$ cat src/hdl/llc_pkg.sv
// llc_pkg: shared widths, register indexes, reset values and types for the
// laser line column centroid block. No dependencies.
`timescale 1ns / 1ps

package llc_pkg;

    localparam int MAX_WIDTH   = 4096;
    localparam int RED_W       = 8;
    localparam int COL_W       = 12;
    localparam int EDGE_W      = 13;
    localparam int HALF_W      = 12;
    localparam int SUM_W       = 36;
    localparam int CNT_W       = 25;
    localparam int AVG_W       = 12;
    localparam int CFG_IDX_W   = 2;
    localparam int CFG_DATA_W  = 13;
    localparam int QUEUE_DEPTH = 2;
    localparam int QCNT_W      = 2;
    localparam int STEP_W      = 6;

    localparam logic [CFG_IDX_W-1:0] CFG_FRAME_WIDTH     = 2'd0;
    localparam logic [CFG_IDX_W-1:0] CFG_LEVEL_THRESHOLD = 2'd1;
    localparam logic [CFG_IDX_W-1:0] CFG_WINDOW_HALF     = 2'd2;

    localparam logic [EDGE_W-1:0] RST_FRAME_WIDTH     = 13'd1280;
    localparam logic [RED_W-1:0]  RST_LEVEL_THRESHOLD = 8'd100;
    localparam logic [HALF_W-1:0] RST_WINDOW_HALF     = 12'd100;

    localparam logic [EDGE_W-1:0] WIDTH_LIMIT = EDGE_W'(MAX_WIDTH);
    localparam logic [SUM_W-1:0]  SUM_MAX     = {SUM_W{1'b1}};
    localparam logic [CNT_W-1:0]  CNT_MAX     = {CNT_W{1'b1}};
    localparam logic [STEP_W-1:0] LAST_STEP   = 6'(SUM_W - 1);

    typedef struct packed {
        logic [EDGE_W-1:0] frame_width;
        logic [RED_W-1:0]  level_threshold;
        logic [HALF_W-1:0] window_half;
    } t_cfg;

    typedef struct packed {
        logic [SUM_W-1:0] sum;
        logic [CNT_W-1:0] count;
    } t_frame_sum;

    typedef struct packed {
        logic full;
        logic empty;
    } t_queue_status;

endpackage

$ cat src/hdl/llc_front.sv
// llc_front: pixel front end, column counter, search window and hit accumulation.
// Hands one frame total per end-of-frame item to the queue. Uses llc_pkg.
`timescale 1ns / 1ps

module llc_front (
    input  logic                      i_clk,
    input  logic                      i_rst_n,
    input  llc_pkg::t_cfg             i_cfg,
    input  logic                      i_accept,
    input  logic [llc_pkg::RED_W-1:0] i_red_level,
    input  logic                      i_end_of_frame,
    output logic                      o_push,
    output llc_pkg::t_frame_sum       o_push_data
);

    logic [llc_pkg::COL_W-1:0]  r_column, n_column;
    logic [llc_pkg::COL_W-1:0]  r_left_edge, n_left_edge;
    logic [llc_pkg::EDGE_W-1:0] r_right_edge, n_right_edge;
    logic [llc_pkg::SUM_W-1:0]  r_column_sum, n_column_sum;
    logic [llc_pkg::CNT_W-1:0]  r_hit_count, n_hit_count;

    logic [llc_pkg::EDGE_W-1:0] eff_width;
    logic [llc_pkg::EDGE_W-1:0] right_lim;
    logic [llc_pkg::EDGE_W-1:0] col_ext;
    logic [llc_pkg::EDGE_W-1:0] hi_edge;
    logic [llc_pkg::EDGE_W-1:0] col_inc;
    logic [llc_pkg::SUM_W:0]    sum_ext;
    logic                       hit;

    always_comb begin
        if (i_cfg.frame_width == '0) begin
            eff_width = llc_pkg::EDGE_W'(1);
        end else if (i_cfg.frame_width > llc_pkg::WIDTH_LIMIT) begin
            eff_width = llc_pkg::WIDTH_LIMIT;
        end else begin
            eff_width = i_cfg.frame_width;
        end
        right_lim = (r_right_edge < eff_width) ? r_right_edge : eff_width;
        col_ext   = {1'b0, r_column};
        hit       = (r_column >= r_left_edge) && (col_ext < right_lim) &&
                    (i_red_level > i_cfg.level_threshold);
        hi_edge   = col_ext + {1'b0, i_cfg.window_half};
        col_inc   = col_ext + llc_pkg::EDGE_W'(1);
        sum_ext   = {1'b0, r_column_sum} + (llc_pkg::SUM_W + 1)'(r_column);

        n_left_edge  = r_left_edge;
        n_right_edge = r_right_edge;
        n_column_sum = r_column_sum;
        n_hit_count  = r_hit_count;
        if (hit) begin
            n_left_edge  = (r_column >= i_cfg.window_half) ?
                           (r_column - i_cfg.window_half) : '0;
            n_right_edge = (hi_edge > eff_width) ? eff_width : hi_edge;
            n_column_sum = sum_ext[llc_pkg::SUM_W] ? llc_pkg::SUM_MAX :
                           sum_ext[llc_pkg::SUM_W-1:0];
            if (r_hit_count != llc_pkg::CNT_MAX) begin
                n_hit_count = r_hit_count + llc_pkg::CNT_W'(1);
            end
        end
        n_column = (col_inc >= eff_width) ? '0 : col_inc[llc_pkg::COL_W-1:0];
    end

    assign o_push            = i_accept && i_end_of_frame;
    assign o_push_data.sum   = n_column_sum;
    assign o_push_data.count = n_hit_count;

    always_ff @(posedge i_clk) begin
        if (!i_rst_n) begin
            r_column     <= '0;
            r_left_edge  <= '0;
            r_right_edge <= llc_pkg::RST_FRAME_WIDTH;
            r_column_sum <= '0;
            r_hit_count  <= '0;
        end else if (i_accept) begin
            if (i_end_of_frame) begin
                r_column     <= '0;
                r_left_edge  <= '0;
                r_right_edge <= eff_width;
                r_column_sum <= '0;
                r_hit_count  <= '0;
            end else begin
                r_column     <= n_column;
                r_left_edge  <= n_left_edge;
                r_right_edge <= n_right_edge;
                r_column_sum <= n_column_sum;
                r_hit_count  <= n_hit_count;
            end
        end
    end

endmodule

$ cat src/hdl/llc_queue.sv
// llc_queue: two-entry queue of frame totals between front end and divider.
// Register based, push and pop in the same cycle allowed. Uses llc_pkg.
`timescale 1ns / 1ps

module llc_queue (
    input  logic                   i_clk,
    input  logic                   i_rst_n,
    input  logic                   i_push,
    input  llc_pkg::t_frame_sum    i_push_data,
    input  logic                   i_pop,
    output llc_pkg::t_frame_sum    o_head,
    output llc_pkg::t_queue_status o_status
);

    llc_pkg::t_frame_sum r_entry [llc_pkg::QUEUE_DEPTH];
    logic                r_wr_ptr;
    logic                r_rd_ptr;
    logic [llc_pkg::QCNT_W-1:0] r_count;

    assign o_head         = r_entry[r_rd_ptr];
    assign o_status.full  = (r_count == llc_pkg::QCNT_W'(llc_pkg::QUEUE_DEPTH));
    assign o_status.empty = (r_count == '0);

    always_ff @(posedge i_clk) begin
        if (i_push) begin
            r_entry[r_wr_ptr] <= i_push_data;
        end
    end

    always_ff @(posedge i_clk) begin
        if (!i_rst_n) begin
            r_wr_ptr <= 1'b0;
            r_rd_ptr <= 1'b0;
            r_count  <= '0;
        end else begin
            if (i_push) begin
                r_wr_ptr <= ~r_wr_ptr;
            end
            if (i_pop) begin
                r_rd_ptr <= ~r_rd_ptr;
            end
            if (i_push && !i_pop) begin
                r_count <= r_count + llc_pkg::QCNT_W'(1);
            end else if (!i_push && i_pop) begin
                r_count <= r_count - llc_pkg::QCNT_W'(1);
            end
        end
    end

endmodule

$ cat src/hdl/llc_back.sv
// llc_back: bit-serial restoring divider for the mean column and the result
// register. Takes frame totals from llc_queue. Uses llc_pkg.
`timescale 1ns / 1ps

module llc_back (
    input  logic                      i_clk,
    input  logic                      i_rst_n,
    input  logic                      i_q_empty,
    input  llc_pkg::t_frame_sum       i_head,
    output logic                      o_pop,
    output logic                      o_valid,
    input  logic                      i_ready,
    output logic [llc_pkg::AVG_W-1:0] o_x_average,
    output logic                      o_found
);

    localparam logic [1:0] S_IDLE = 2'd0;
    localparam logic [1:0] S_DIV  = 2'd1;
    localparam logic [1:0] S_PUT  = 2'd2;

    logic [1:0]                  r_state, n_state;
    logic [llc_pkg::SUM_W-1:0]   r_dvd;
    logic [llc_pkg::CNT_W-1:0]   r_rem;
    logic [llc_pkg::CNT_W-1:0]   r_den;
    logic [llc_pkg::STEP_W-1:0]  r_step;
    logic                        r_found;
    logic                        r_out_valid;
    logic [llc_pkg::AVG_W-1:0]   r_out_avg;
    logic                        r_out_found;

    logic [llc_pkg::CNT_W:0]     rem_sh;
    logic [llc_pkg::CNT_W:0]     rem_diff;
    logic                        ge;
    logic                        out_free;

    always_comb begin
        rem_sh   = {r_rem, r_dvd[llc_pkg::SUM_W-1]};
        rem_diff = rem_sh - {1'b0, r_den};
        ge       = (rem_sh >= {1'b0, r_den});
        out_free = !r_out_valid || i_ready;
        o_pop    = (r_state == S_IDLE) && !i_q_empty;
        n_state  = r_state;
        case (r_state)
            S_IDLE: begin
                if (!i_q_empty) begin
                    n_state = (i_head.count == '0) ? S_PUT : S_DIV;
                end
            end
            S_DIV: begin
                if (r_step == '0) begin
                    n_state = S_PUT;
                end
            end
            S_PUT: begin
                if (out_free) begin
                    n_state = S_IDLE;
                end
            end
            default: begin
                n_state = S_IDLE;
            end
        endcase
    end

    always_ff @(posedge i_clk) begin
        case (r_state)
            S_IDLE: begin
                r_dvd   <= (i_head.count == '0) ? '0 : i_head.sum;
                r_den   <= i_head.count;
                r_rem   <= '0;
                r_step  <= llc_pkg::LAST_STEP;
                r_found <= (i_head.count != '0);
            end
            S_DIV: begin
                r_rem  <= ge ? rem_diff[llc_pkg::CNT_W-1:0] : rem_sh[llc_pkg::CNT_W-1:0];
                r_dvd  <= {r_dvd[llc_pkg::SUM_W-2:0], ge};
                r_step <= r_step - llc_pkg::STEP_W'(1);
            end
            default: begin
            end
        endcase
        if (r_state == S_PUT && out_free) begin
            r_out_avg   <= r_dvd[llc_pkg::AVG_W-1:0];
            r_out_found <= r_found;
        end
    end

    always_ff @(posedge i_clk) begin
        if (!i_rst_n) begin
            r_state     <= S_IDLE;
            r_out_valid <= 1'b0;
        end else begin
            r_state <= n_state;
            if (r_state == S_PUT && out_free) begin
                r_out_valid <= 1'b1;
            end else if (i_ready) begin
                r_out_valid <= 1'b0;
            end
        end
    end

    assign o_valid     = r_out_valid;
    assign o_x_average = r_out_avg;
    assign o_found     = r_out_found;

endmodule

$ cat src/hdl/laser_line_column_centroid.sv
// laser_line_column_centroid: top level, configuration registers, front end,
// frame queue and divider back end. Uses llc_pkg, llc_front, llc_queue, llc_back.
//
//   channel   direction  handshake                payload
//   pixel     in         i_valid / o_ready        i_red_level, i_end_of_frame
//   result    out        o_valid / i_ready        o_x_average, o_found
//   config    in         i_cfg_valid / o_cfg_ready i_cfg_index, i_cfg_data
//
// pixels are taken one per cycle unless o_ready drops, which it does only while both
// queue entries wait on the divider; the search window and sums update in that cycle.
// each end-of-frame item queues its totals; the divider pops one in S_IDLE, divides in
// S_DIV unless there were no hits, and loads the result register in S_PUT before the
// next pop. synchronous active-low reset; no clearing pass, config is always ready
`timescale 1ns / 1ps

module laser_line_column_centroid (
    input  logic                           i_clk,
    input  logic                           i_rst_n,
    input  logic                           i_valid,
    output logic                           o_ready,
    input  logic [llc_pkg::RED_W-1:0]      i_red_level,
    input  logic                           i_end_of_frame,
    output logic                           o_valid,
    input  logic                           i_ready,
    output logic [llc_pkg::AVG_W-1:0]      o_x_average,
    output logic                           o_found,
    input  logic                           i_cfg_valid,
    output logic                           o_cfg_ready,
    input  logic [llc_pkg::CFG_IDX_W-1:0]  i_cfg_index,
    input  logic [llc_pkg::CFG_DATA_W-1:0] i_cfg_data
);

    llc_pkg::t_cfg          r_cfg;
    llc_pkg::t_frame_sum    push_data;
    llc_pkg::t_frame_sum    q_head;
    llc_pkg::t_queue_status q_status;
    logic                   push;
    logic                   pop;
    logic                   in_accept;

    assign o_cfg_ready = 1'b1;
    assign o_ready     = !q_status.full;
    assign in_accept   = i_valid && o_ready;

    always_ff @(posedge i_clk) begin
        if (!i_rst_n) begin
            r_cfg.frame_width     <= llc_pkg::RST_FRAME_WIDTH;
            r_cfg.level_threshold <= llc_pkg::RST_LEVEL_THRESHOLD;
            r_cfg.window_half     <= llc_pkg::RST_WINDOW_HALF;
        end else if (i_cfg_valid) begin
            case (i_cfg_index)
                llc_pkg::CFG_FRAME_WIDTH: begin
                    r_cfg.frame_width <= i_cfg_data;
                end
                llc_pkg::CFG_LEVEL_THRESHOLD: begin
                    r_cfg.level_threshold <= i_cfg_data[llc_pkg::RED_W-1:0];
                end
                llc_pkg::CFG_WINDOW_HALF: begin
                    r_cfg.window_half <= i_cfg_data[llc_pkg::HALF_W-1:0];
                end
                default: begin
                end
            endcase
        end
    end

    llc_front u_front (
        .i_clk          (i_clk),
        .i_rst_n        (i_rst_n),
        .i_cfg          (r_cfg),
        .i_accept       (in_accept),
        .i_red_level    (i_red_level),
        .i_end_of_frame (i_end_of_frame),
        .o_push         (push),
        .o_push_data    (push_data)
    );

    llc_queue u_queue (
        .i_clk       (i_clk),
        .i_rst_n     (i_rst_n),
        .i_push      (push),
        .i_push_data (push_data),
        .i_pop       (pop),
        .o_head      (q_head),
        .o_status    (q_status)
    );

    llc_back u_back (
        .i_clk       (i_clk),
        .i_rst_n     (i_rst_n),
        .i_q_empty   (q_status.empty),
        .i_head      (q_head),
        .o_pop       (pop),
        .o_valid     (o_valid),
        .i_ready     (i_ready),
        .o_x_average (o_x_average),
        .o_found     (o_found)
    );

    // an end-of-frame item always leaves a frame total queued
    a_eof_queued: assert property (@(posedge i_clk) disable iff (!i_rst_n)
        (in_accept && i_end_of_frame) |=> !q_status.empty)
        else $error("end-of-frame item did not reach the queue");

    // no hits gives a zero average
    a_none_zero: assert property (@(posedge i_clk) disable iff (!i_rst_n)
        (o_valid && !o_found) |-> (o_x_average == '0))
        else $error("nonzero average with found clear");

    // the queue never reads as full and empty at once, and is never popped while empty
    a_queue_sane: assert property (@(posedge i_clk) disable iff (!i_rst_n)
        !(q_status.full && q_status.empty) && !(pop && q_status.empty))
        else $error("queue status inconsistent");

endmodule

$ cat config.mk
export PLATFORM = sky130hd
export DESIGN_NAME = laser_line_column_centroid
export DESIGN_NICKNAME = d
export VERILOG_FILES = /design/src/hdl/llc_pkg.sv /design/src/hdl/llc_front.sv /design/src/hdl/llc_queue.sv /design/src/hdl/llc_back.sv /design/src/hdl/laser_line_column_centroid.sv
export SDC_FILE = /design/constraint.sdc
export NUM_CORES = 1
export LEC_CHECK = 0
export BUFFER_PORTS_ARGS = -buffer_cell sky130_fd_sc_hd__buf_2
export CORE_MARGIN = 2
export CORE_UTILIZATION = 55
export DETAILED_ROUTE_END_ITERATION = 8
export PLACE_DENSITY = 0.69
export SLEW_MARGIN = 20
export SYNTH_ARGS = -nofsm -noshare
export SYNTH_HDL_FRONTEND = slang
export SYNTH_SLANG_ARGS = --single-unit
$ cat constraint.sdc
create_clock -name i_clk -period 15.4 [get_ports i_clk]
set_input_delay 1.54 -clock i_clk [delete_from_list [all_inputs] [get_ports i_clk]]
set_output_delay 1.54 -clock i_clk [all_outputs]
set_load 0.05 [all_outputs]
======== After elaboration in Yosys (flattened, before gate mapping) ========
Memories as Yosys holds them, arrays and structs flattened. A register that Yosys moved wholly into a read port is not among the register bits.
Index checks and enable logic that the tools add are counted.
word-level totals
  register bits after elaboration ......... 244
  latch bits .............................. 0
  memory bits (writable) .................. 122
  memory bits (read-only) ................. 0
  output and inout port bits .............. 16
  logic and storage cells ................. 115
  memories ................................ 1
memory list
  memory           depth  bits a word  read ports  clocked after Yosys merged registers in  wr ports  RTL line         RTL
  u_queue.r_entry  2      61           1           1                                        1         llc_queue.sv:15  llc_pkg::t_frame_sum r_entry [llc_pkg::QUEUE_DEPTH];
cells by class
  add/sub/neg operators ................... 9
  multiply operators ...................... 0
  divide/modulo/power cells ............... 0
  $lt $le $gt $ge ......................... 9
  equality and inequality tests ........... 9
  shifts and indexed selects .............. 0
  multiplexer cells ....................... 35
  bitwise operators ....................... 2
  reductions and logical operators ........ 30
operators with widths
  operator                                               number
  2-to-1 mux 36 bit                                      4
  2-to-1 mux 25 bit                                      4
  2-to-1 mux 13 bit                                      6
  one-hot mux 36 bit (2 select lines)                    1
  2-to-1 mux 12 bit                                      5
  one-hot mux 25 bit (2 select lines)                    1
  adder 36 x 12 -> 37 bit                                1
  >= comparator 26 x 25 -> 1 bit                         1
  adder 25 x 1 -> 25 bit, second input constant          1
  logical NOT 25 bit                                     1
  != test 25 bit, second input constant                  1
  nonzero test 25 bit                                    1
  subtractor 25 bit                                      1
  >= comparator 12 bit                                   2
  adder 12 x 1 -> 13 bit, second input constant          1
  adder 12 x 12 -> 13 bit                                1
  >= comparator 13 bit                                   1
  greater-than comparator 13 bit                         1
  greater-than comparator 13 bit, second input constant  1
  logical NOT 13 bit                                     1
  < comparator 12 x 13 -> 1 bit                          1
  < comparator 13 bit                                    1
  2-to-1 mux 2 bit                                       6
  one-hot mux 6 bit (2 select lines)                     1
  20 further kinds                                       49

======== Logic depth before layout (Yosys ltp) ========
Gate-level depths: netlist (run 1).
  depth after elaboration ................. 10
  gate-level depth with buffers ........... 26

======== Hierarchy ========
From an unflattened synthesis (run 1), not the netlist that was laid out.
second synthesis, totals
  cell total of the unflattened synthesis .. 2151
  area, all modules ....................... 21225.4 sq um
by module, submodules not included
  module                      instances  cells an instance  area an instance (sq um)
  llc_front                   1          1242               9395.3
  llc_back                    1          562                5876.9
  llc_queue                   1          212                4619.4
  laser_line_column_centroid  1          135                1333.8

======== Worst setup path after synthesis (run 1) ========
Ideal clock, no wire load.
  path kind ............................... register -> register
  start ................................... register r_cfg[32] in the netlist's numbering
  end ..................................... memory u_queue.r_entry[0][41] in the netlist's numbering, data pin
  setup time .............................. 0.266 ns
  arrival time ............................ 4.893 ns
  data required time ...................... 15.134 ns
  setup slack ............................. 10.241 ns
  cell stages (with the launch flop) ...... 23
  path buffers ............................ 5
  period minus slack after synthesis ...... 5.159 ns
  path through ............................ dfxtp_1 inv_1 clkbuf_1 nand2_1 ha_1 a21o_1 a21o_1 a21oi_1 nand2_1 o21ai_1 buf_2 clkbuf_1 a21oi_1 ha_1 a21oi_1 o21ai_0 o221ai_1 a21oi_1 a211o_1 buf_6 buf_2 nor3_2 mux2_1
RTL lines
  what             RTL line                          RTL
  start, declared  laser_line_column_centroid.sv:33  llc_pkg::t_cfg r_cfg;
  end, declared    llc_queue.sv:15

==> results.sh, run 1 <==
export IMPL_status="finished, final reports clean"
export IMPL_drtIter0Drc=1516
export IMPL_chipWidth_microns=200
export IMPL_r2r_start="r_cfg[32]"
export IMPL_fin_crit_sh_pct=40.5
export IMPL_layout_nets=2319
export IMPL_critPathKind="register to register"
export IMPL_grt_remaining_overflow=0
export IMPL_yosysSeqAreaShare_pct=45.4
export IMPL_fmax_ghz=0.160
export IMPL_slowest_delay_ns=0.81
export IMPL_start_util_pct=56.0
export IMPL_grt_usage_pct=26.2
export IMPL_crit_end="u_queue.r_entry[0][48]"
export IMPL_post_cts_buffers=0
export IMPL_ys_warn_count=0
export IMPL_worstRegToRegCells=20
export IMPL_die_area_sq_mm=0.0401
export IMPL_critical_path_startpoint="r_cfg[32]"
export IMPL_wire_per_inst_microns=19.7
export IMPL_place_ws_ns=9.26
export IMPL_dp_hpwl_mm=37.4
export IMPL_first_pass_iters=8
export IMPL_via_per_inst=6.14
export IMPL_min_delay_start="u_back.r_found"
export IMPL_powerDensity_mw_per_mm2=143
export IMPL_clock_latency_ns=0.57
export IMPL_timing_final_crit_period_ns=6.24
export IMPL_cts_buffers=41
export IMPL_regArea_sq_mm=0.00963
export IMPL_gp_congestion=0.951
export IMPL_cp_end_kind="register"
export IMPL_synthCells=2166
export IMPL_core_sq_mm=0.0378
export IMPL_cp_slowest_cell="nor2_1"
export IMPL_cts_root_buffer="clkbuf_16"
export IMPL_crit_path_cell_trace="inv_1 -> nand2_1 -> ha_1 -> a21o_1 -> a211oi_1 -> a211oi_2 -> o21ai_2 -> buf_4 -> nor2_1 -> a21oi_1 -> ha_1 -> a21oi_1 -> o21ai_0 -> o221ai_1 -> a21oi_1 -> o211a_1 -> a211o_1 -> buf_4 -> nor2_1 -> a31oi_1"
export IMPL_critPathMostFrequentCell="a21oi_1"
export IMPL_row_count=71
export IMPL_cp_data_required_time_ns=15.66
export IMPL_grt_setup_unrepaired="no"
export IMPL_fillCellCount=3181
export IMPL_setup_violations=0
export IMPL_utilization_pct=61.4
export IMPL_syn_nets=2334
export IMPL_start_kind="register"
export IMPL_dp_cells=2619
export IMPL_synth_seq_cells=367
export IMPL_fp_dieH_microns=200
export IMPL_cts_tree="done"
export IMPL_cts_hold_buf=0
export IMPL_rrSetupSlack_ns=9.16
export IMPL_worst_path_stages=20
export IMPL_portBuffers=43
export IMPL_stdcell_count=2695
export IMPL_cellLeakagePower_uw=0.00886
export IMPL_synth_cell_types=90
export IMPL_synthFlopType="edfxtp_1"
export IMPL_async_reset_ff_share_pct=0
export IMPL_drt_total_wl_mm=53.0
export IMPL_vias=16600
export IMPL_clkTransAtPathRegs_ns=0.06
export IMPL_grt_pass1_wl_mm=85.1
export IMPL_syn_area_sq_mm=0.0212
export IMPL_tns_ns=0
export IMPL_grt_pass1_vias=15700
export IMPL_antenna_found_initial=0
export IMPL_drive_above_1_share_pct=9.85
export IMPL_ir_drop_uv=109
export IMPL_r2r_end="u_queue.r_entry[0][48]"
export IMPL_clock_sinks=367
export IMPL_critical_path_top_delay_family="compound AO/OA/AOI/OAI gates"
export IMPL_crit_buf_inv=3
export IMPL_ioPinCount=45
export IMPL_cts_resized=0
export IMPL_layout_area_overhead_vs_synth_pct=9.50
export IMPL_cts_htree_levels=2
export IMPL_slew_headroom_pct=27.6
export IMPL_drv_slew=0
export IMPL_hold_violations=0
export IMPL_worstHoldPathType="register to register"
export IMPL_worst_slack_ns=9.16
export IMPL_skew_ns=0.0120
export IMPL_grt_start_max_net_pins=68
export IMPL_worstPathMaxFanout=34
export IMPL_worstPathArrival_ns=6.50
export IMPL_synth_avg_cell_area_sq_um=9.79
export IMPL_remaining_drc_errors=0
export IMPL_maxCapViolCount=0
export IMPL_multi_input_area_sq_mm=0.0107
export IMPL_clockBufferDepth=3
export IMPL_synth_edf_count=228
export IMPL_ant_nets=0
export IMPL_worst_pin_slew_ns=1.08
report_power, final:
group | internal [uW] | switching [uW] | total (uW)
registers | 1270 | 72.8 | 1340
logic | 319 | 626 | 945
clock network | 629 | 415 | 1040
total | 2210 | 1110 | 3330
routing by layer:
layer,global-route usage [%],wire (microns)
met5,0,0
met3,4.07,3030
met4,9.81,1890
met1,36.1,24000
met2,41.9,24100
synth_stat cells, drive strengths merged, types with 21 or more instances:
cell type	instances	area [sq um]
nor2	127	482
a21o	22	165
mux2	38	428
edfxtp	228	6850
xor2	32	280
a21oi	128	652
mux2i	58	581
nand2	243	912
buf	31	159
clkbuf	95	358
nor4	21	138
dfxtp	139	2780
a31oi	41	257
o21ai	74	370
nand3	102	510
o211ai	23	173
ha	135	1690
xnor2	51	447
inv	99	372
a211oi	33	258
and3	38	238
nand4	34	213
o31ai	64	494
nor3	54	285
final cells by class:
cell class / count / area share [%]
Multi-Input combinational cell: 1574 / 46.2
Tap cell: 511 / 2.75
Inverter: 99 / 1.60
Sequential cell: 367 / 41.5
Antenna cell: 1 / 0.0108
Clock buffer: 52 / 4.90
Timing Repair Buffer: 68 / 1.73
Clock inverter: 23 / 1.31
cell usage in the layout (no fill, tap or decap), types with 37 or more instances in the layout:
cell,instances
a31oi_1,41
edfxtp_1,228
xnor2_1,51
ha_1,135
mux2i_1,58
and3_1,37
nand2_1,243
o21ai_0,71
nor3_1,50
a21oi_1,127
clkbuf_16,42
mux2_2,37
inv_1,97
dfxtp_1,138
nand3_1,102
o31ai_1,63
nor2_1,122
buf_2,43
kinds of logic (layout without fill, tap and decap cells):
| group | count (synthesis) | in the layout | share of synthesized area [%] |
|---|---|---|---|
| and+or+nand+nor | 732 | 732 | 16.7 |
| AOI/OAI and AO/OA | 523 | 523 | 17.1 |
| DFF | 367 | 367 | 45.4 |
| buffers and inverters | 225 | 242 | 4.19 |
| adders and majority gates | 139 | 139 | 8.34 |
| muxes | 96 | 96 | 4.76 |
| xor gates and xnor gates | 83 | 83 | 3.43 |
| other | 1 | 2 | 0.0177 |
worst min-delay path by stage:
stage / endpoint / slack (ns) / cells after the start
2_1_floorplan: u_back.o_found / 0.40 / 0
3_3_place_gp: u_back.o_found / 0.42 / 0
3_5_place_dp: u_back.o_found / 0.42 / 0
4_1_cts: u_back.o_found / 0.44 / 0
5_1_grt: u_back.o_found / 0.45 / 0
6_report: u_back.o_found / 0.44 / 0
registers in the layout, summed over array words and instances (netlist names), named ones only:
signal                flops
u_back.o_x_average       12
r_cfg                    33
u_back.r_found            1
u_front.r_column         12
u_queue.r_count           2
u_front.r_hit_count      25
u_back.r_step             6
u_front.r_right_edge     13
u_front.r_column_sum     36
u_queue.r_wr_ptr          1
u_queue.r_entry         122
u_back.r_rem             25
u_front.r_left_edge      12
u_back.r_state            2
u_back.r_den             25
u_queue.r_rd_ptr          1
u_back.o_found            1
u_back.o_valid            1
u_back.r_dvd             36
metrics by stage:
| stage | total power, uW | cell area [sq um] | hold slack [ns] |
|---|---|---|---|
| after floorplan | 2060 | 21200 | 0.400 |
| after global placement | 2280 | 21800 | 0.420 |
| after detailed placement | 2300 | 21800 | 0.422 |
| after CTS | 3350 | 23200 | 0.439 |
| after global routing | 3500 | 23200 | 0.450 |
| final | 3330 | 23200 | 0.438 |
Power figures use the tool's default switching activity.
==> run 2, diff against run 1 <==
--- a/config.mk
+++ b/config.mk
@@ -5,6 +5,7 @@
 export SDC_FILE = /design/constraint.sdc
 export NUM_CORES = 1
 export LEC_CHECK = 0
+export ABC_AREA = 1
 export BUFFER_PORTS_ARGS = -buffer_cell sky130_fd_sc_hd__buf_2
 export CORE_MARGIN = 2
 export CORE_UTILIZATION = 55
==> constraint.sdc (replaced) <==
create_clock -name i_clk -period 6.5 [get_ports i_clk]
set_input_delay 0.65 -clock i_clk [delete_from_list [all_inputs] [get_ports i_clk]]
set_output_delay 0.65 -clock i_clk [all_outputs]
set_load 0.05 [all_outputs]
==> results.sh, run 2 <==
export IMPL_synth_seq_cells=367
export IMPL_dp_hpwl_mm=39.5
export IMPL_wire_per_inst_microns=18.1
export IMPL_cts_root_buffer="clkbuf_16"
export IMPL_first_pass_iters=7
export IMPL_utilization_pct=61.1
export IMPL_slew_headroom_pct=36.4
export IMPL_core_sq_mm=0.0378
export IMPL_vias=17800
export IMPL_via_per_inst=5.75
export IMPL_largest_register_ffs=122
export IMPL_chipWidth_microns=200
export IMPL_status="finished, final reports clean"
export IMPL_cts_tree="done"
export IMPL_yosys_top_cells_area="edfxtp_1 32%, dfxtp_1 13%, nand2_1 10%, ha_1 8.0%, a21oi_1 5.7%"
export IMPL_ant_nets=0
export IMPL_clkTransAtPathRegs_ns=0.06
export IMPL_cts_resized=0
export IMPL_cts_htree_levels=2
export IMPL_grt_start_max_net_pins=76
export IMPL_worstPathMaxFanout=52
export IMPL_synth_most_common_cell="nand2_1"
export IMPL_synthCells=2558
export IMPL_gp_congestion=0.971
export IMPL_synth_top_cell_by_area="edfxtp_1"
export IMPL_clock_latency_ns=0.58
export IMPL_fp_dieH_microns=200
export IMPL_finalInstanceArea_sq_mm=0.0231
export IMPL_total_power_uw=8370
export IMPL_grt_pass1_wl_mm=90.7
export IMPL_hold_violations=0
export IMPL_tns_ns=0
export IMPL_grt_pass1_vias=17300
export IMPL_cp_end_kind="register"
export IMPL_synthTopCellsByCount="569 x nand2_1, 242 x a21oi_1, 239 x inv_1"
export IMPL_worst_pin_slew_ns=0.955
export IMPL_clock_sinks=367
export IMPL_die_area_sq_mm=0.0402
export IMPL_drt_total_wl_mm=56.2
export IMPL_row_count=71
export IMPL_grt_setup_unrepaired="no"
export IMPL_remaining_drc_errors=0
export IMPL_syn_area_sq_mm=0.0212
export IMPL_critPathKind="register to register"
export IMPL_synth_avg_cell_area_sq_um=8.30
export IMPL_start_util_pct=56.1
export IMPL_synth_edf_count=228
export IMPL_fmax_ghz=0.198
export IMPL_antenna_found_initial=0
export IMPL_drv_slew=0
export IMPL_cts_buffers=42
export IMPL_fin_crit_sh_pct=77.7
export IMPL_drtIter0Drc=1636
export IMPL_timing_final_crit_period_ns=5.05
export IMPL_worstPathArrival_ns=5.38
export IMPL_cellLeakagePower_uw=0.00969
export IMPL_grt_remaining_overflow=0
export IMPL_drive_above_1_share_pct=6.06
export IMPL_ioPinCount=45
export IMPL_reg_top3="u_queue.r_entry (122), u_back.r_dvd (36), u_front.r_column_sum (36)"
export IMPL_grt_usage_pct=28.0
export IMPL_synth_top_cell_area_share_pct=32.3
export IMPL_layout_nets=2723
export IMPL_clockBufferDepth=3
export IMPL_ir_drop_uv=305
export IMPL_final_cell_mix="568 x nand2_1, 242 x a21oi_1, 238 x inv_1"
export IMPL_ys_warn_count=0
export IMPL_synth_cell_types=57
export IMPL_cp_data_required_time_ns=6.83
export IMPL_portBuffers=43
export IMPL_final_common_cell="nand2_1"
export IMPL_placed_cell_area_sq_mm=0.0218
export IMPL_worstHoldPathType="input port to register"
export IMPL_skew_ns=0.0267
export IMPL_maxCapViolCount=0
export IMPL_powerDensity_mw_per_mm2=362
export IMPL_cts_hold_buf=0
export IMPL_setup_violations=0
export IMPL_yosysSeqAreaShare_pct=45.4
export IMPL_synthFlopType="edfxtp_1"
export IMPL_syn_nets=2726
export IMPL_regMostFlops="u_queue.r_entry"
export IMPL_n_antenna_cell=0
export IMPL_async_reset_ff_share_pct=0
export IMPL_hold_slack_ns=0.322
export IMPL_layout_area_overhead_vs_synth_pct=8.96
export IMPL_post_cts_buffers=0
export IMPL_start_kind="register"
[run 2: changes by cell type after synthesis, moves of 30 or more]
cell,change
nand2_1,+326
mux2_2,-37
a21oi_1,+115
a31oi_1,-36
xor2_1,+30
nor2_1,+84
mux2i_1,-54
nand3_1,+31
o21ai_0,+82
nand4_1,+52
inv_1,+140
and2_1,+30
and3_1,-34
[run 2: worst max-delay path, stage by stage (launching register included)]
cell	delay, ns
dfxtp_1	0.33
nor2_1	0.14
nand2_1	0.07
nor2_1	0.10
nand2_1	0.10
nand2_4	0.14
nand2_1	0.22
ha_1	0.36
a21oi_1	0.15
o21ai_0	0.09
a21oi_1	0.29
nand2_2	0.30
o21ai_0	0.26
ha_1	0.27
a21oi_1	0.17
nor2_1	0.05
a211oi_1	0.31
nor2_4	0.10
nor2_8	0.25
buf_4	0.59
nand4_1	0.25
and2_1	0.25
[run 2: final timing paths]
path | slack (ns) | cells after the start | startpoint | end
worst max-delay path | 1.45 | 21 | r_cfg[26] | u_queue.r_entry[1][46]
worst min-delay path | 0.32 | 3 | i_cfg_data[8] | r_cfg[28]
worst max register to register | 1.45 | 21 | r_cfg[26] | u_queue.r_entry[1][46]
worst min register to register | 0.42 | 0 | u_back.r_found | u_back.o_found
[run 2: final cells by class]
cell class                 instances  area (sq um)
multi-input combinational       1838         10200
clock inverter                    17           161
inverter                         241           905
clock buffer                      61          1190
sequential                       367          9630
tap                              511           639
timing repair buffer              65           380
fill                            3423         14700
[run 2: cells by family after synthesis]
logic type	synth area share, %
simple gates	23.3
flops	45.4
xor+xnor	3.51
buf+inv	6.68
mux	0.189
compound gates	12.6
fa+ha+maj	8.33
other cells	0.0177
[run 2: report_power, final]
group | switching [uW] | leakage (uW) | total, uW | internal (uW)
logic | 1830 | 0.00564 | 2710 | 885
clock network | 978 | 0.000657 | 2340 | 1370
registers | 249 | 0.00340 | 3320 | 3070
total | 3050 | 0.00969 | 8370 | 5320
[run 2: through the flow]
stage          setup WS (ns)  cells
3_5_place_dp            1.55   3022
5_1_grt                 1.03   3100
3_3_place_gp            1.62   3022
2_1_floorplan           1.90   2558
6_report                1.45   3100
4_1_cts                 1.52   3100
[run 2: metal layers]
metal | global-route usage, % | share of wire (%) | vias up
met4 | 11.5 | 3.8 | 0
met5 | 0 | 0 | -
li1 | - | - | 8747
met2 | 43.8 | 44 | 742
met1 | 37.7 | 43 | 8209
met3 | 6.31 | 8.7 | 124
